$ cat config.mk
export PLATFORM = sky130hd
export DESIGN_NAME = sd_card_mount_sequencer_flat
export DESIGN_NICKNAME = d
export VERILOG_FILES = /design/src/rtl/sdms_pkg.sv /design/src/rtl/sdms_if.sv /design/src/rtl/sdms_fsm.sv /design/src/rtl/sd_card_mount_sequencer.sv /design/src/flat_wrapper.sv
export VERILOG_INCLUDE_DIRS = /design/src /design/src/rtl
export SDC_FILE = /design/constraint.sdc
export NUM_CORES = 1
export LEC_CHECK = 0
export BUFFER_PORTS_ARGS = -buffer_cell sky130_fd_sc_hd__buf_2
export CORE_AREA = 8 8 175 177
export DETAILED_ROUTE_END_ITERATION = 8
export DIE_AREA = 0 0 183 185
export HOLD_SLACK_MARGIN = 0.08
export PLACE_DENSITY = 0.65
export SYNTH_ARGS = -nofsm -noshare
export SYNTH_HDL_FRONTEND = slang
export SYNTH_SLANG_ARGS = --single-unit
$ cat constraint.sdc
create_clock -name clk -period 10.9 [get_ports clk]
set_input_delay 0.545 -clock clk [delete_from_list [all_inputs] [get_ports clk]]
set_output_delay 0.545 -clock clk [all_outputs]
set_load 0.05 [all_outputs]
$ cat src/rtl/assert_macros.svh
// Assertion macros shared by the RTL files that check themselves.
// Every macro samples on clk; the block's reset is rst.
`ifndef ASSERT_MACROS_SVH
`define ASSERT_MACROS_SVH

// Check that is off while reset is high.
`define SDMS_ASSERT(label, prop, msg) \
  label: assert property (@(posedge clk) disable iff (rst) prop) else $error(msg);

// Check that also runs through reset.
`define SDMS_ASSERT_ALWAYS(label, prop, msg) \
  label: assert property (@(posedge clk) prop) else $error(msg);

`endif

$ cat src/rtl/sdms_pkg.sv
// Package for the card mount sequencer: action, result and card-kind codes,
// register indexes, reset values and the beat structs. Depends on nothing.
package sdms_pkg;

  typedef enum logic [3:0] {
    ACT_NONE   = 4'd0,
    ACT_WAIT   = 4'd1,
    ACT_ENABLE = 4'd2,
    ACT_IDLE   = 4'd3,
    ACT_IFCOND = 4'd4,
    ACT_OP1    = 4'd5,
    ACT_OP2    = 4'd6,
    ACT_OCR    = 4'd7,
    ACT_CSD    = 4'd8,
    ACT_SETBLK = 4'd9
  } action_t;

  typedef enum logic [1:0] {
    RES_BUSY        = 2'd0,
    RES_MOUNTED     = 2'd1,
    RES_NOT_MOUNTED = 2'd2,
    RES_EN_ERR      = 2'd3
  } mount_res_t;

  typedef enum logic [2:0] {
    KIND_UNKNOWN = 3'd0,
    KIND_MMC     = 3'd1,
    KIND_SD1     = 3'd2,
    KIND_SD2     = 3'd3,
    KIND_SDHC    = 3'd4
  } card_kind_t;

  typedef enum logic [1:0] {
    REG_MAX_RESTARTS  = 2'd0,
    REG_IDLE_ATTEMPTS = 2'd1,
    REG_POWER_SETTLE  = 2'd2,
    REG_TARGET_BLOCK  = 2'd3
  } cfg_reg_t;

  localparam logic [3:0]  MaxRestartsRst  = 4'd10;
  localparam logic [3:0]  IdleAttemptsRst = 4'd10;
  localparam logic [9:0]  PowerSettleRst  = 10'd250;
  localparam logic [12:0] TargetBlockRst  = 13'd512;

  typedef struct packed {
    logic [3:0]  max_restarts;
    logic [3:0]  idle_attempts;
    logic [9:0]  power_settle_ms;
    logic [12:0] target_block_bytes;
  } sdms_cfg_t;

  typedef struct packed {
    logic        card_present;
    logic        action_ok;
    logic        response_flag;
    logic [31:0] csd_max_speed;
    logic [39:0] csd_total_bytes;
    logic [12:0] csd_block_bytes;
    logic [31:0] csd_access_time;
  } sdms_item_t;

  typedef struct packed {
    action_t     next_action;
    logic [9:0]  wait_ms;
    mount_res_t  mount_result;
    card_kind_t  card_type;
    logic [31:0] block_count;
    logic [31:0] read_access_time;
  } sdms_result_t;

endpackage

$ cat src/rtl/sdms_if.sv
// Channel interfaces of the card mount sequencer: status reports in,
// action results out, register writes. Stand alone, no package needed.
interface sdms_req_if;
  logic        valid;
  logic        ready;
  logic        card_present;
  logic        action_ok;
  logic        response_flag;
  logic [31:0] csd_max_speed;
  logic [39:0] csd_total_bytes;
  logic [12:0] csd_block_bytes;
  logic [31:0] csd_access_time;

  modport source (output valid, card_present, action_ok, response_flag, csd_max_speed,
                  csd_total_bytes, csd_block_bytes, csd_access_time, input ready);
  modport sink (input valid, card_present, action_ok, response_flag, csd_max_speed,
                csd_total_bytes, csd_block_bytes, csd_access_time, output ready);
endinterface

interface sdms_rsp_if;
  logic        valid;
  logic        ready;
  logic [3:0]  next_action;
  logic [9:0]  wait_ms;
  logic [1:0]  mount_result;
  logic [2:0]  card_type;
  logic [31:0] block_count;
  logic [31:0] read_access_time;

  modport source (output valid, next_action, wait_ms, mount_result, card_type, block_count,
                  read_access_time, input ready);
  modport sink (input valid, next_action, wait_ms, mount_result, card_type, block_count,
                read_access_time, output ready);
endinterface

interface sdms_cfg_if;
  logic        valid;
  logic        ready;
  logic [1:0]  index;
  logic [12:0] data;

  modport source (output valid, index, data, input ready);
  modport sink (input valid, index, data, output ready);
endinterface

$ cat src/rtl/sdms_fsm.sv
// Mount sequencer state: phase, retry counters, card kind and held CSD values.
// One transition per step; the result is formed from the updated state. Uses sdms_pkg.
module sdms_fsm import sdms_pkg::*; (
  input  logic         clk,
  input  logic         rst,
  input  logic         step,
  input  sdms_item_t   item,
  input  sdms_cfg_t    cfg,
  output sdms_result_t result
);

  typedef enum logic [3:0] {
    PH_NO_CARD     = 4'd0,
    PH_SETTLE      = 4'd1,
    PH_ENABLE      = 4'd2,
    PH_IDLE        = 4'd3,
    PH_IFCOND      = 4'd4,
    PH_OP1         = 4'd5,
    PH_OP2         = 4'd6,
    PH_OCR         = 4'd7,
    PH_CSD         = 4'd8,
    PH_SETBLK      = 4'd9,
    PH_MOUNTED     = 4'd10,
    PH_NOT_MOUNTED = 4'd11,
    PH_EN_ERR      = 4'd12
  } phase_t;

  phase_t      phase, phase_next;
  logic [3:0]  restarts_left, restarts_left_next;
  logic [3:0]  idle_tries, idle_tries_next;
  card_kind_t  kind, kind_next;
  logic [31:0] blocks_held, blocks_held_next;
  logic [31:0] access_held, access_held_next;

  action_t     act;
  mount_res_t  res;
  logic        unusable;

  always_comb begin
    phase_next         = phase;
    restarts_left_next = restarts_left;
    idle_tries_next    = idle_tries;
    kind_next          = kind;
    blocks_held_next   = blocks_held;
    access_held_next   = access_held;
    act                = ACT_NONE;
    res                = RES_BUSY;
    unusable           = 1'b0;

    if (phase != PH_NO_CARD && !item.card_present) begin
      // card pulled: back to the no-card phase with the card kind cleared
      phase_next = PH_NO_CARD;
      kind_next  = KIND_UNKNOWN;
    end else begin
      unique case (phase)
        PH_SETTLE: begin
          phase_next = PH_ENABLE;
          act        = ACT_ENABLE;
        end
        PH_ENABLE: begin
          if (!item.action_ok) begin
            phase_next = PH_EN_ERR;
            res        = RES_EN_ERR;
          end else begin
            idle_tries_next = 4'd1;
            phase_next      = PH_IDLE;
            act             = ACT_IDLE;
          end
        end
        PH_IDLE: begin
          if (item.action_ok) begin
            phase_next = PH_IFCOND;
            act        = ACT_IFCOND;
          end else if (idle_tries < cfg.idle_attempts) begin
            idle_tries_next = idle_tries + 4'd1;
            act             = ACT_IDLE;
          end else begin
            unusable = 1'b1;
          end
        end
        PH_IFCOND: begin
          if (!item.action_ok) begin
            unusable = 1'b1;
          end else if (item.response_flag) begin
            phase_next = PH_OP2;
            act        = ACT_OP2;
          end else begin
            phase_next = PH_OP1;
            act        = ACT_OP1;
          end
        end
        PH_OP1: begin
          if (!item.action_ok) begin
            // first v1 failure tries the MMC path, a second one counts the card as unusable
            if (kind == KIND_MMC) begin
              unusable = 1'b1;
            end else begin
              kind_next       = KIND_MMC;
              idle_tries_next = 4'd1;
              phase_next      = PH_IDLE;
              act             = ACT_IDLE;
            end
          end else if (!item.response_flag) begin
            act = ACT_OP1;
          end else begin
            kind_next  = KIND_SD1;
            phase_next = PH_CSD;
            act        = ACT_CSD;
          end
        end
        PH_OP2: begin
          if (!item.action_ok) begin
            unusable = 1'b1;
          end else if (!item.response_flag) begin
            act = ACT_OP2;
          end else begin
            phase_next = PH_OCR;
            act        = ACT_OCR;
          end
        end
        PH_OCR: begin
          if (!item.action_ok) begin
            unusable = 1'b1;
          end else begin
            kind_next  = item.response_flag ? KIND_SDHC : KIND_SD2;
            phase_next = PH_CSD;
            act        = ACT_CSD;
          end
        end
        PH_CSD: begin
          if (!item.action_ok || item.csd_max_speed == '0 || item.csd_total_bytes == '0 ||
              item.csd_block_bytes == '0) begin
            unusable = 1'b1;
          end else begin
            blocks_held_next = {1'b0, item.csd_total_bytes[39:9]};
            access_held_next = item.csd_access_time;
            if (item.csd_block_bytes == cfg.target_block_bytes) begin
              phase_next = PH_MOUNTED;
              res        = RES_MOUNTED;
            end else begin
              phase_next = PH_SETBLK;
              act        = ACT_SETBLK;
            end
          end
        end
        PH_SETBLK: begin
          if (item.action_ok) begin
            phase_next = PH_MOUNTED;
            res        = RES_MOUNTED;
          end else begin
            unusable = 1'b1;
          end
        end
        PH_MOUNTED:     res = RES_MOUNTED;
        PH_NOT_MOUNTED: res = RES_NOT_MOUNTED;
        PH_EN_ERR:      res = RES_EN_ERR;
        default: begin
          // no card, and any unused phase code
          phase_next = PH_NO_CARD;
          if (item.card_present) begin
            restarts_left_next = cfg.max_restarts;
            idle_tries_next    = 4'd0;
            kind_next          = KIND_UNKNOWN;
            blocks_held_next   = '0;
            access_held_next   = '0;
            phase_next         = PH_SETTLE;
            act                = ACT_WAIT;
          end
        end
      endcase

      if (unusable) begin
        if (restarts_left != 4'd0) begin
          restarts_left_next = restarts_left - 4'd1;
          kind_next          = KIND_UNKNOWN;
          idle_tries_next    = 4'd0;
          phase_next         = PH_SETTLE;
          act                = ACT_WAIT;
        end else begin
          phase_next = PH_NOT_MOUNTED;
          res        = RES_NOT_MOUNTED;
        end
      end
    end
  end

  always_comb begin
    result.next_action      = act;
    result.wait_ms          = (act == ACT_WAIT) ? cfg.power_settle_ms : '0;
    result.mount_result     = res;
    result.card_type        = kind_next;
    result.block_count      = blocks_held_next;
    result.read_access_time = access_held_next;
  end

  always_ff @(posedge clk) begin
    if (rst) begin
      phase         <= PH_NO_CARD;
      restarts_left <= MaxRestartsRst;
      idle_tries    <= 4'd0;
      kind          <= KIND_UNKNOWN;
      blocks_held   <= '0;
      access_held   <= '0;
    end else if (step) begin
      phase         <= phase_next;
      restarts_left <= restarts_left_next;
      idle_tries    <= idle_tries_next;
      kind          <= kind_next;
      blocks_held   <= blocks_held_next;
      access_held   <= access_held_next;
    end
  end

endmodule

$ cat src/rtl/sd_card_mount_sequencer.sv
// Channel | role        | beat
// req     | status in   | card detect, last action outcome, response flag, CSD fields
// rsp     | action out  | next action, wait, mount result, card type, blocks, access time
// cfg     | writes in   | register index, write data; always ready
//
// Each report is registered in the input register, stepped through the sequencer and
// lands in the result register; one item per cycle while rsp does not stall.
// rst is synchronous; it empties both registers and loads the register reset values.
// A stalled rsp holds its beat; req keeps flowing until the input register also fills.
// Top level of the card mount sequencer. Uses sdms_pkg, sdms_if.sv, sdms_fsm.
`include "assert_macros.svh"

module sd_card_mount_sequencer import sdms_pkg::*; (
  input logic      clk,
  input logic      rst,
  sdms_req_if.sink req,
  sdms_rsp_if.source rsp,
  sdms_cfg_if.sink cfg
);

  sdms_cfg_t    cfg_q;
  sdms_item_t   item_q;
  logic         item_valid;
  sdms_result_t fsm_result;
  sdms_result_t res_q;
  logic         res_valid;
  logic         step;

  // register writes
  assign cfg.ready = 1'b1;

  always_ff @(posedge clk) begin
    if (rst) begin
      cfg_q.max_restarts       <= MaxRestartsRst;
      cfg_q.idle_attempts      <= IdleAttemptsRst;
      cfg_q.power_settle_ms    <= PowerSettleRst;
      cfg_q.target_block_bytes <= TargetBlockRst;
    end else if (cfg.valid) begin
      unique case (cfg_reg_t'(cfg.index))
        REG_MAX_RESTARTS:  cfg_q.max_restarts       <= cfg.data[3:0];
        REG_IDLE_ATTEMPTS: cfg_q.idle_attempts      <= cfg.data[3:0];
        REG_POWER_SETTLE:  cfg_q.power_settle_ms    <= cfg.data[9:0];
        REG_TARGET_BLOCK:  cfg_q.target_block_bytes <= cfg.data;
        default: ;
      endcase
    end
  end

  // input register, stepped when the result register can take the result
  assign step      = item_valid && (!res_valid || rsp.ready);
  assign req.ready = !item_valid || step;

  always_ff @(posedge clk) begin
    if (rst) begin
      item_valid <= 1'b0;
    end else if (req.valid && req.ready) begin
      item_valid <= 1'b1;
    end else if (step) begin
      item_valid <= 1'b0;
    end
  end

  always_ff @(posedge clk) begin
    if (req.valid && req.ready) begin
      item_q.card_present    <= req.card_present;
      item_q.action_ok       <= req.action_ok;
      item_q.response_flag   <= req.response_flag;
      item_q.csd_max_speed   <= req.csd_max_speed;
      item_q.csd_total_bytes <= req.csd_total_bytes;
      item_q.csd_block_bytes <= req.csd_block_bytes;
      item_q.csd_access_time <= req.csd_access_time;
    end
  end

  sdms_fsm u_fsm (
    .clk    (clk),
    .rst    (rst),
    .step   (step),
    .item   (item_q),
    .cfg    (cfg_q),
    .result (fsm_result)
  );

  // result register
  always_ff @(posedge clk) begin
    if (rst) begin
      res_valid <= 1'b0;
    end else if (step) begin
      res_valid <= 1'b1;
    end else if (rsp.ready) begin
      res_valid <= 1'b0;
    end
  end

  always_ff @(posedge clk) begin
    if (step) begin
      res_q <= fsm_result;
    end
  end

  assign rsp.valid            = res_valid;
  assign rsp.next_action      = res_q.next_action;
  assign rsp.wait_ms          = res_q.wait_ms;
  assign rsp.mount_result     = res_q.mount_result;
  assign rsp.card_type        = res_q.card_type;
  assign rsp.block_count      = res_q.block_count;
  assign rsp.read_access_time = res_q.read_access_time;

  `SDMS_ASSERT(a_no_overrun,
    (item_valid && res_valid && !rsp.ready) |-> !req.ready,
    "input register overrun while result stalled")
  `SDMS_ASSERT(a_wait_only,
    (rsp.valid && rsp.next_action != ACT_WAIT) |-> (rsp.wait_ms == 10'd0),
    "wait length shown without a wait")
  `SDMS_ASSERT(a_mounted_kind,
    (rsp.valid && rsp.mount_result == RES_MOUNTED) |->
      (rsp.card_type != KIND_UNKNOWN && rsp.next_action == ACT_NONE),
    "mounted without a known card")
  `SDMS_ASSERT_ALWAYS(a_reset_empty,
    $past(rst) |-> (!rsp.valid && !item_valid),
    "registers not empty after reset")

endmodule

$ cat src/flat_wrapper.sv
// flat-port wrapper written by rule: the top's interface ports become plain ports
module sd_card_mount_sequencer_flat import sdms_pkg::*;
  (clk, rst, req_valid, req_card_present, req_action_ok, req_response_flag, req_csd_max_speed, req_csd_total_bytes, req_csd_block_bytes, req_csd_access_time, req_ready, rsp_valid, rsp_next_action, rsp_wait_ms, rsp_mount_result, rsp_card_type, rsp_block_count, rsp_read_access_time, rsp_ready, cfg_valid, cfg_index, cfg_data, cfg_ready);
  sdms_req_if req_i ();
  sdms_rsp_if rsp_i ();
  sdms_cfg_if cfg_i ();
  input logic clk;
  input logic rst;
  input wire logic [$bits(req_i.valid)-1:0] req_valid;
  input wire logic [$bits(req_i.card_present)-1:0] req_card_present;
  input wire logic [$bits(req_i.action_ok)-1:0] req_action_ok;
  input wire logic [$bits(req_i.response_flag)-1:0] req_response_flag;
  input wire logic [$bits(req_i.csd_max_speed)-1:0] req_csd_max_speed;
  input wire logic [$bits(req_i.csd_total_bytes)-1:0] req_csd_total_bytes;
  input wire logic [$bits(req_i.csd_block_bytes)-1:0] req_csd_block_bytes;
  input wire logic [$bits(req_i.csd_access_time)-1:0] req_csd_access_time;
  output wire logic [$bits(req_i.ready)-1:0] req_ready;
  output wire logic [$bits(rsp_i.valid)-1:0] rsp_valid;
  output wire logic [$bits(rsp_i.next_action)-1:0] rsp_next_action;
  output wire logic [$bits(rsp_i.wait_ms)-1:0] rsp_wait_ms;
  output wire logic [$bits(rsp_i.mount_result)-1:0] rsp_mount_result;
  output wire logic [$bits(rsp_i.card_type)-1:0] rsp_card_type;
  output wire logic [$bits(rsp_i.block_count)-1:0] rsp_block_count;
  output wire logic [$bits(rsp_i.read_access_time)-1:0] rsp_read_access_time;
  input wire logic [$bits(rsp_i.ready)-1:0] rsp_ready;
  input wire logic [$bits(cfg_i.valid)-1:0] cfg_valid;
  input wire logic [$bits(cfg_i.index)-1:0] cfg_index;
  input wire logic [$bits(cfg_i.data)-1:0] cfg_data;
  output wire logic [$bits(cfg_i.ready)-1:0] cfg_ready;
  assign req_i.valid = req_valid;
  assign req_i.card_present = req_card_present;
  assign req_i.action_ok = req_action_ok;
  assign req_i.response_flag = req_response_flag;
  assign req_i.csd_max_speed = req_csd_max_speed;
  assign req_i.csd_total_bytes = req_csd_total_bytes;
  assign req_i.csd_block_bytes = req_csd_block_bytes;
  assign req_i.csd_access_time = req_csd_access_time;
  assign req_ready = req_i.ready;
  assign rsp_valid = rsp_i.valid;
  assign rsp_next_action = rsp_i.next_action;
  assign rsp_wait_ms = rsp_i.wait_ms;
  assign rsp_mount_result = rsp_i.mount_result;
  assign rsp_card_type = rsp_i.card_type;
  assign rsp_block_count = rsp_i.block_count;
  assign rsp_read_access_time = rsp_i.read_access_time;
  assign rsp_i.ready = rsp_ready;
  assign cfg_i.valid = cfg_valid;
  assign cfg_i.index = cfg_index;
  assign cfg_i.data = cfg_data;
  assign cfg_ready = cfg_i.ready;
  sd_card_mount_sequencer u_core (.clk(clk), .rst(rst), .req(req_i), .rsp(rsp_i), .cfg(cfg_i));
endmodule
==> flow_metrics.py, run 1 <==
metrics = {
    "logic_synthesis": {
        "synth_seq_cells": 315,
        "synth_compound_area_share_pct": 15.4,
        "yosysMostFrequentCell": "edfxtp_1",
        "synthMuxAreaShare_pct": 0.570,
        "syn_area_um2": 12300,
        "synthTopCellsByCount": "edfxtp_1 (203), nor2_1 (115), dfxtp_1 (112)",
        "synth_nets": 1130,
        "synth_edf_count": 203,
        "synth_top_family_by_area": "compound AO/OA/AOI/OAI gates",
        "synthSimpleGateAreaFrac_pct": 11.5,
        "synthAdderAreaFrac_pct": 0.509,
        "synthXorXnorAreaFrac_pct": 0.927,
        "synth.yosys.seq_area_share_pct": 67.9,
        "ys_async_sr_fraction_pct": 0,
        "yosysUniqueCellTypes": 71,
        "avgSynthCellArea_um2": 12.5,
        "yosys_warnings": 0,
        "synth_flop_cell": "edfxtp_1",
        "yosysTopAreaCellShare_pct": 49.6,
        "yosysTopAreaCell": "edfxtp_1",
        "synthCells": 985,
        "synth_area_leaders": "edfxtp_1 (50%), dfxtp_1 (18%), a22o_1 (4.8%), a22oi_1 (3.9%), nor2_1 (3.5%)",
    },
    "finish": {
        "multi_input_area_um2": 3580,
        "finalNonFillerCells": 1604,
        "drive_gt1_share_pct": 25.4,
        "regArea_um2": 8340,
        "syn_to_final_growth_pct": 20.6,
        "final_core_util_pct": 52.7,
        "fin_nets": 1339,
        "fill_cells": 2463,
    },
    "setup_path": {
        "cp.required_ns": 11.12,
        "critPathLaunch": "u_core.item_q[118]$_DFFE_PP_",
        "reg2reg_slack_ns": 7.71,
        "reg2reg_depth": 7,
        "timing.rr.start": "u_core.item_q[118]$_DFFE_PP_",
        "crit_fanout": 19,
        "crit_path_end": "u_core.rsp.wait_ms[8]$_SDFFCE_PP0P_",
        "worstSetupStartpointType": "register",
        "arrival_ns": 3.41,
        "r2r_end": "u_core.rsp.wait_ms[8]$_SDFFCE_PP0P_",
        "worstSetupEndpointType": "register",
        "critPathKind": "reg -> reg",
    },
    "timing": {
        "setup_tns_ns": 0,
        "slew_headroom_pct": 23.0,
        "max_freq_mhz": 313,
        "worst_slew_pin_slew_ns": 1.16,
        "min_period_ns": 3.19,
        "rsz0062_at_grt": "no",
        "slew_violations": 0,
        "fin_skew_ns": 0.0211,
        "fin_crit_sh_pct": 29.3,
        "hold_viol_final": 0,
        "setup_viol": 0,
    },
    "job": {
        "cap_violations": 0,
    },
    "clock_tree": {
        "ctsResizeCount": 0,
        "htreeDepth": 2,
        "clockBufferDepth": 3,
        "cts_root_buf": "clkbuf_16",
        "worstSkewPairLatency_ns": 0.50,
        "post_cts_buffers": 0,
        "cts_tree": "built",
        "ctsHoldBuffers": 0,
        "clock_sinks": 315,
        "cts_made_buffers": 34,
        "path_clk_slew_ns": 0.06,
    },
    "route": {
        "drtIter0Drc": 860,
        "vias_per_cell": 5.40,
        "drc": 0,
        "detail-route-antenna-nets": 0,
        "num_vias": 8656,
        "wl_per_cell_um": 19.2,
        "wirelength_um": 30800,
        "first_pass_iters": 7,
    },
    "floorplanning": {
        "initial_core_util_pct": 43.7,
        "ios": 226,
        "die_x_um": 183,
        "die_y_um": 185,
        "die-area_um2": 33900,
        "row_count": 62,
        "core-area_um2": 28100,
    },
    "grt": {
        "grt_use_total_pct": 17.8,
        "top_usage_layer": "met2",
        "met3_usage_pct": 3.47,
        "grt_pass1_wl_um": 48000,
        "met1_usage_pct": 22.8,
        "grt_max_degree": 99,
        "grt_use_met2_pct": 29.9,
        "antenna_found_initial": 2,
        "grt_pass1_vias": 8708,
        "grt_remaining_overflow": 0,
    },
    "pwr": {
        "p_clk_share_pct": 43.2,
        "switchingPower_mw": 0.604,
        "p_leak_nw": 5.58,
        "switching_share_pct": 22.6,
        "pwr-share-seq_pct": 50.3,
        "powerDensity_nw_per_um2": 180,
        "p_int_mw": 2.07,
        "power_frac_comb_pct": 6.5,
        "ir_drop_mv": 0.120,
        "p_total_mw": 2.67,
    },
    "status": {
        "status": "complete, no violations",
    },
    "min_path": {
        "hold_class": "in -> reg",
    },
    "placement": {
        "place_congestion": 0.895,
        "io_buffers": 224,
        "placed_cells": 1542,
        "place_hpwl_um": 20400,
    },
}
## critical path, stage by stage (launching register included)
cell,delay (ns)
edfxtp_1,0.72
inv_2,0.25
a41oi_1,0.26
o21ai_2,0.18
nor4_1,0.70
o21bai_1,0.18
a31oi_2,0.50
nor2_1,0.11
## metal layers
metal / vias to the layer above / wire [µm]
met4: 0 / 815
met2: 295 / 15100
met3: 46 / 1720
met5: - / 0
met1: 4186 / 13100
li1: 4129 / -
## cell families (layout without fill, tap and decap cells)
kind of cell | count (synthesis) | in the layout
and+or+nand+nor | 304 | 304
AOI/OAI and AO/OA | 260 | 260
DFF | 315 | 315
other | 1 | 3
buffers and inverters | 80 | 313
xor gates and xnor gates | 13 | 13
muxes | 7 | 7
adders and majority gates | 5 | 5
## cell type report
type	instances	share of cell area, %
Sequential cell	315	56.3
Multi-Input combinational cell	590	24.2
Timing Repair Buffer	233	8.04
Clock buffer	46	6.60
Tap cell	384	3.24
Clock inverter	14	1.10
Inverter	20	0.507
Antenna cell	2	0.0338
## registers in the layout (all words and copies together), names as in the netlist
| register | count |
|---|---|
| u_core.cfg_q | 31 |
| u_core.item_q | 120 |
| u_core.item_valid | 1 |
| u_core.rsp.block_count | 32 |
| u_core.rsp.card_type | 3 |
| u_core.rsp.mount_result | 2 |
| u_core.rsp.next_action | 4 |
| u_core.rsp.read_access_time | 32 |
| u_core.rsp.valid | 1 |
| u_core.rsp.wait_ms | 10 |
| u_core.u_fsm.access_held | 32 |
| u_core.u_fsm.blocks_held | 32 |
| u_core.u_fsm.idle_tries | 4 |
| u_core.u_fsm.kind | 3 |
| u_core.u_fsm.phase | 4 |
| u_core.u_fsm.restarts_left | 4 |
## worst min-delay path by stage
stage,startpoint,end,slack [ns],cells past startpoint
6_report,req_csd_max_speed[26],u_core.item_q[111]$_DFFE_PP_,0.21,1
5_1_grt,req_csd_total_bytes[32],u_core.item_q[77]$_DFFE_PP_,0.19,1
4_1_cts,req_csd_max_speed[3],u_core.item_q[88]$_DFFE_PP_,0.19,1
3_5_place_dp,u_core.u_fsm.access_held[31]$_SDFFE_PP0P_,u_core.u_fsm.access_held[31]$_SDFFE_PP0P_,0.45,2
3_3_place_gp,u_core.u_fsm.access_held[31]$_SDFFE_PP0P_,u_core.u_fsm.access_held[31]$_SDFFE_PP0P_,0.44,2
2_1_floorplan,u_core.u_fsm.access_held[31]$_SDFFE_PP0P_,u_core.u_fsm.access_held[31]$_SDFFE_PP0P_,0.44,2
## power groups by stage
| stage | Clock [mW] | Sequential, mW | Combinational (mW) |
|---|---|---|---|
| 3_3_place_gp | 0 | 1.37 | 0.174 |
| 4_1_cts | 1.18 | 1.34 | 0.176 |
| 5_1_grt | 1.23 | 1.35 | 0.188 |
| 2_1_floorplan | 0 | 1.40 | 0.0750 |
| 6_report | 1.15 | 1.34 | 0.174 |
| 3_5_place_dp | 0 | 1.37 | 0.175 |
## layout by cell type, fill, tap and decap left out, drive strengths merged, types with 13 or more instances in the layout
cell type / synthesis / routed
edfxtp: 203 / 203
a21oi: 43 / 43
a22o: 67 / 67
nand2: 81 / 81
nor3: 13 / 13
a22oi: 63 / 63
nor4: 25 / 25
dfxtp: 112 / 112
o21ai: 42 / 42
nand3: 26 / 26
nor2: 117 / 117
xnor2: 13 / 13
inv: 18 / 20
buf: 27 / 233
clkbuf: 33 / 46
## through the flow
step | hold WS [ns] | cell area [µm²] | setup WS [ns]
final | 0.214 | 14800 | 7.71
after global placement | 0.442 | 13700 | 7.70
after floorplan | 0.436 | 12300 | 5.12
after CTS | 0.193 | 14800 | 7.66
after detailed placement | 0.449 | 13700 | 7.68
after global routing | 0.188 | 14800 | 7.45
(Power assumes the default switching activity.)
==> run 2, diff against run 1 <==
==> constraint.sdc (replaced) <==
create_clock -name clk -period 3 [get_ports clk]
set_input_delay 0.15 -clock clk [delete_from_list [all_inputs] [get_ports clk]]
set_output_delay 0.15 -clock clk [all_outputs]
set_load 0.05 [all_outputs]
==> flow_metrics.py, run 2 (synthesized netlist as in run 1, its figures left out) <==
metrics = {
    "clock_tree": {
        "path_clk_slew_ns": 0.06,
        "cts_tree": "built",
        "worstSkewPairLatency_ns": 0.52,
        "htreeDepth": 2,
        "cts_root_buf": "clkbuf_16",
        "clockBufferDepth": 3,
        "clock_sinks": 315,
        "post_cts_buffers": 0,
        "cts_made_buffers": 34,
    },
    "timing": {
        "setup_ws_ns": 0.348,
        "rsz0062_at_grt": "no",
        "worst_slew_pin_slew_ns": 0.925,
        "setup_tns_ns": 0,
        "slew_headroom_pct": 38.4,
        "hold_viol_final": 0,
        "slew_violations": 0,
        "min_period_ns": 2.65,
        "fin_crit_sh_pct": 88.4,
        "max_freq_mhz": 377,
        "fin_skew_ns": 0.0216,
        "setup_viol": 0,
    },
    "status": {
        "status": "complete, no violations",
    },
    "grt": {
        "grt_pass1_wl_um": 51100,
        "grt_use_total_pct": 19.0,
        "grt_max_degree": 71,
        "antenna_found_initial": 2,
        "grt_pass1_vias": 9419,
        "grt_remaining_overflow": 0,
    },
    "floorplanning": {
        "die-area_um2": 33900,
        "core-area_um2": 28100,
        "row_count": 62,
        "initial_core_util_pct": 43.7,
        "die_y_um": 185,
        "die_x_um": 183,
        "ios": 226,
    },
    "finish": {
        "final_area_um2": 16300,
        "fin_nets": 1495,
        "largest_register": "u_core.item_q",
        "final_core_util_pct": 58.1,
        "fill_cells": 2286,
        "final_cell_mix": "buf_2 (223), edfxtp_1 (203), dlygate4sd3_1 (137), nor2_1 (114), dfxtp_1 (112)",
        "final_common_cell": "buf_2",
        "largest_reg_flops": 120,
        "syn_to_final_growth_pct": 32.8,
        "drive_gt1_share_pct": 23.8,
    },
    "placement": {
        "io_buffers": 224,
        "dpl_cell_area_um2": 13900,
        "place_congestion": 0.906,
        "place_hpwl_um": 20600,
        "pre_cts_ws_ns": 0.320,
    },
    "setup_path": {
        "critical_path.cell_chain": "nor2_1 -> nand3_1 -> nor4_1 -> o21bai_1 -> a31oi_2 -> buf_4 -> nor2_1",
        "worstSetupStartpointType": "register",
        "crit_buf_inv": 1,
        "arrival_ns": 2.91,
        "slowest_stage": "nor4_1",
        "crit_fanout": 23,
        "worstSetupEndpointType": "register",
        "critPathKind": "reg -> reg",
        "cp_common_cell": "nor2_1",
        "slowest_delay_ns": 0.65,
        "cp.required_ns": 3.26,
        "cp_top_family": "simple AND/OR/NAND/NOR gates",
    },
    "route": {
        "drc": 0,
        "wl_per_cell_um": 18.7,
        "detail-route-antenna-nets": 0,
        "first_pass_iters": 7,
        "vias_per_cell": 5.33,
        "drtIter0Drc": 703,
        "num_vias": 9380,
        "wirelength_um": 32900,
    },
    "min_path": {
        "hold_class": "in -> reg",
    },
    "job": {
        "cap_violations": 0,
    },
    "pwr": {
        "ir_drop_mv": 0.435,
        "p_leak_nw": 6.25,
        "powerDensity_nw_per_um2": 591,
        "p_total_mw": 9.65,
    },
}
-- run 2: path summary, 6_finish.rpt --
| check | from | end | slack, ns | cells after the start |
|---|---|---|---|---|
| max | u_core.u_fsm.phase[1]$_SDFFE_PP0P_ | u_core.rsp.wait_ms[9]$_SDFFCE_PP0P_ | 0.35 | 7 |
| min | rsp_ready | u_core.rsp.valid$_SDFFE_PP0P_ | 0.11 | 5 |
| max reg2reg | u_core.u_fsm.phase[1]$_SDFFE_PP0P_ | u_core.rsp.wait_ms[9]$_SDFFCE_PP0P_ | 0.35 | 7 |
| min reg2reg | u_core.cfg_q[22]$_SDFFE_PP0P_ | u_core.cfg_q[22]$_SDFFE_PP0P_ | 0.46 | 2 |
-- run 2: routing by layer --
| metal | vias to the layer above | wire [µm] | track usage, % |
|---|---|---|---|
| li1 | 4448 | - | - |
| met1 | 4496 | 13400 | 23.4 |
| met2 | 351 | 16100 | 32.2 |
| met3 | 85 | 2200 | 4.06 |
| met4 | 0 | 1240 | 7.84 |
| met5 | - | 0 | 0 |
-- run 2: stage by stage --
stage,std cells,hold slack [ns]
6_report,1761,0.110
5_1_grt,1761,0.138
4_1_cts,1760,0.0960
3_5_place_dp,1561,0.328
3_3_place_gp,1561,0.327
2_1_floorplan,985,0.249
-- run 2: what timing repair did --
| item | in CTS | in global routing |
|---|---|---|
| hold endpoints to repair | 153 | 0 |
| setup endpoints to repair | 0 | 0 |
| resized for setup | 0 | 0 |
| hold buffers | 137 | 0 |
-- run 2: where the power goes --
group          internal (mW)  switching [mW]
Combinational          0.313           0.502
Clock                   2.28            1.67
Sequential              4.79          0.0877
Total                   7.38            2.26
-- run 2: tightest hold or removal path: stages --
cell and delay, ns:
buf_2 0.08, nor2b_1 0.04, buf_4 0.16, nor2_1 0.10, nor2_1 0.04
-- run 2: final cells by class --
type | instances | area, µm² | area share (%)
flip-flops and latches | 315 | 8340 | 51.1
multi-input cells | 590 | 3590 | 22.0
repair buffers | 389 | 2770 | 17.0
clock buffers | 48 | 968 | 5.93
well taps | 384 | 480 | 2.94
clock inverters | 14 | 100 | 0.613
inverters | 20 | 75.1 | 0.460
diodes | 1 | 2.50 | 0.0153
==> run 3, diff against run 2 <==
--- a/config.mk
+++ b/config.mk
@@ -7,11 +7,12 @@
 export NUM_CORES = 1
 export LEC_CHECK = 0
 export BUFFER_PORTS_ARGS = -buffer_cell sky130_fd_sc_hd__buf_2
-export CORE_AREA = 8 8 175 177
+export CORE_AREA = 8 8 179 181
 export DETAILED_ROUTE_END_ITERATION = 8
-export DIE_AREA = 0 0 183 185
+export DIE_AREA = 0 0 187 189
 export HOLD_SLACK_MARGIN = 0.08
 export PLACE_DENSITY = 0.65
 export SYNTH_ARGS = -nofsm -noshare
 export SYNTH_HDL_FRONTEND = slang
+export SYNTH_HIERARCHICAL = 1
 export SYNTH_SLANG_ARGS = --single-unit
==> flow_metrics.py, run 3 <==
metrics = {
    "route": {
        "vias_per_cell": 5.31,
        "detail-route-antenna-nets": 0,
        "num_vias": 9814,
        "drtIter0Drc": 747,
        "wirelength_um": 33600,
        "wl_per_cell_um": 18.2,
        "drc": 0,
        "first_pass_iters": 5,
    },
    "pwr": {
        "p_clk_share_pct": 40.5,
        "powerDensity_nw_per_um2": 582,
        "p_int_mw": 7.57,
        "power_frac_comb_pct": 10.4,
        "pwr-share-seq_pct": 49.1,
        "switchingPower_mw": 2.39,
        "ir_drop_mv": 0.467,
        "switching_share_pct": 24.0,
        "p_leak_nw": 6.85,
        "p_total_mw": 9.96,
    },
    "setup_path": {
        "cp.required_ns": 3.36,
        "arrival_ns": 3.16,
        "worstSetupStartpointType": "register",
        "reg2reg_depth": 7,
        "crit_fanout": 10,
        "critPathKind": "reg -> reg",
        "worstSetupEndpointType": "register",
    },
    "placement": {
        "place_hpwl_um": 21000,
        "io_buffers": 224,
        "pre_cts_ws_ns": 0.105,
        "place_congestion": 0.859,
        "dpl_cell_area_um2": 14600,
    },
    "grt": {
        "grt_max_degree": 65,
        "grt_remaining_overflow": 0,
        "antenna_found_initial": 2,
        "grt_use_total_pct": 18.4,
        "grt_pass1_vias": 9894,
        "grt_pass1_wl_um": 53400,
    },
    "logic_synthesis": {
        "synthTopCellsByCount": "edfxtp_1 (203), nand2_1 (132), dfxtp_1 (112)",
        "yosysTopAreaCell": "edfxtp_1",
        "syn_area_um2": 12900,
        "yosys_warnings": 6,
        "yosysTopAreaCellShare_pct": 47.4,
        "yosysMostFrequentCell": "edfxtp_1",
        "synth_flop_cell": "edfxtp_1",
        "synth_area_leaders": "edfxtp_1 (47%), dfxtp_1 (17%), a22o_1 (6.5%), nand2_1 (3.9%), mux2i_1 (2.6%)",
        "synthCells": 1054,
        "yosysUniqueCellTypes": 72,
        "synth_edf_count": 203,
        "avgSynthCellArea_um2": 12.2,
        "synth_nets": 1199,
        "synth.yosys.seq_area_share_pct": 64.8,
        "synth_seq_cells": 315,
        "ys_async_sr_fraction_pct": 0,
    },
    "clock_tree": {
        "post_cts_buffers": 0,
        "clockBufferDepth": 3,
        "htreeDepth": 2,
        "worstSkewPairLatency_ns": 0.51,
        "cts_made_buffers": 35,
        "clock_sinks": 315,
        "cts_tree": "built",
        "cts_root_buf": "clkbuf_16",
        "path_clk_slew_ns": 0.06,
    },
    "timing": {
        "setup_tns_ns": 0,
        "rsz0062_at_grt": "no",
        "setup_viol": 0,
        "min_period_ns": 2.80,
        "hold_viol_final": 0,
        "max_freq_mhz": 357,
        "slew_violations": 0,
        "worst_slew_pin_slew_ns": 0.799,
        "fin_skew_ns": 0.0168,
        "slew_headroom_pct": 46.8,
        "fin_crit_sh_pct": 93.4,
        "setup_ws_ns": 0.198,
    },
    "finish": {
        "fin_nets": 1574,
        "final_common_cell": "buf_2",
        "syn_to_final_growth_pct": 33.1,
        "largest_reg_flops": 120,
        "final_area_um2": 17100,
        "drive_gt1_share_pct": 24.1,
        "final_cell_mix": "buf_2 (223), edfxtp_1 (203), dlygate4sd3_1 (138), nand2_1 (132), dfxtp_1 (111)",
        "largest_register": "u_core/item_q",
    },
    "floorplanning": {
        "core-area_um2": 29200,
        "row_count": 63,
        "initial_core_util_pct": 44.0,
        "die-area_um2": 35300,
        "ios": 226,
        "die_y_um": 189,
        "die_x_um": 187,
    },
    "min_path": {
        "worstHoldPathCells": 3,
        "hold_class": "in -> reg",
    },
    "status": {
        "status": "complete, no violations",
    },
    "job": {
        "cap_violations": 0,
    },
}
## run 3: cell count changes after synthesis, sizes merged, moves of 27 or more
| cell | delta |
|---|---|
| mux2i | +27 |
| nand2b | +35 |
| nand2 | +51 |
| a22o | +28 |
| a211oi | +35 |
| nor2 | -57 |
| a22oi | -59 |
## run 3: worst max-delay path, stage by stage (launching register included)
cell      delay [ns]
edfxtp_1        0.39
nor4_1          0.42
nand4_1         0.24
or3_4           0.46
and4_4          0.20
o31a_1          0.32
a211oi_4        0.43
and2_1          0.20
## run 3: area by class of cell
cell class / instances / area [µm²]
fillers: 2344 / 12100
flip-flops and latches: 315 / 8340
multi-input cells: 658 / 4250
repair buffers: 406 / 2900
clock buffers: 50 / 1010
well taps: 390 / 488
clock inverters: 13 / 76.3
inverters: 13 / 48.8
diodes: 2 / 5.00
## run 3: cells by family after synthesis
family	Yosys count	share of synthesized area, %
AO/OA/AOI/OAI	260	15.2
XOR/XNOR	14	0.953
adder cells (fa/ha/maj)	5	0.486
buffers and inverters	81	2.65
flip-flops	315	64.8
multiplexers	34	2.64
other	1	0.0291
AND/OR/NAND/NOR	344	13.2
## run 3: through the flow
step / util, % / hold slack, ns / std cells
finish: 58.6 / 0.126 / 1847
global placement: 50.1 / 0.327 / 1644
floorplan: - / 0.249 / 1054
CTS: 58.5 / 0.109 / 1845
detailed placement: 50.1 / 0.328 / 1644
global route: 58.6 / 0.124 / 1847
## run 3: final timing paths
kind                            slack [ns]                                      start                                   endpoint
worst max register to register        0.20                u_core/item_q[70]$_DFFE_PP_            u_core/rsp.wait_ms[0]$_DFFE_PP_
worst max-delay path                  0.20                u_core/item_q[70]$_DFFE_PP_            u_core/rsp.wait_ms[0]$_DFFE_PP_
worst min register to register        0.45  u_core/u_fsm/blocks_held[31]$_SDFFE_PP0P_  u_core/u_fsm/blocks_held[31]$_SDFFE_PP0P_
worst min-delay path                  0.13                                  cfg_valid              u_core/cfg_q[28]$_SDFFE_PP1P_
## run 3: what timing repair did
item	4_1_cts	5_1_grt
setup endpoints to repair	0	13
resized for setup	0	2
endpoints found under the hold margin	153	0
hold buffers	138	0
## run 3: power groups by stage
| stage | combinational [mW] | sequential [mW] | clock [mW] |
|---|---|---|---|
| final | 1.04 | 4.89 | 4.03 |
| after global routing | 1.11 | 4.91 | 4.33 |
| after floorplan | 0.403 | 5.13 | 0 |
| after CTS | 1.03 | 4.89 | 4.13 |
| after global placement | 0.883 | 4.98 | 0 |
| after detailed placement | 0.889 | 4.98 | 0 |
## run 3: per-layer routing
layer / up-vias / track usage (%) / wire length, µm
li1: 4735 / - / -
met5: - / 0 / 0
met4: 0 / 6.57 / 907
met1: 4688 / 23.2 / 14300
met3: 66 / 3.55 / 1890
met2: 325 / 31.3 / 16500
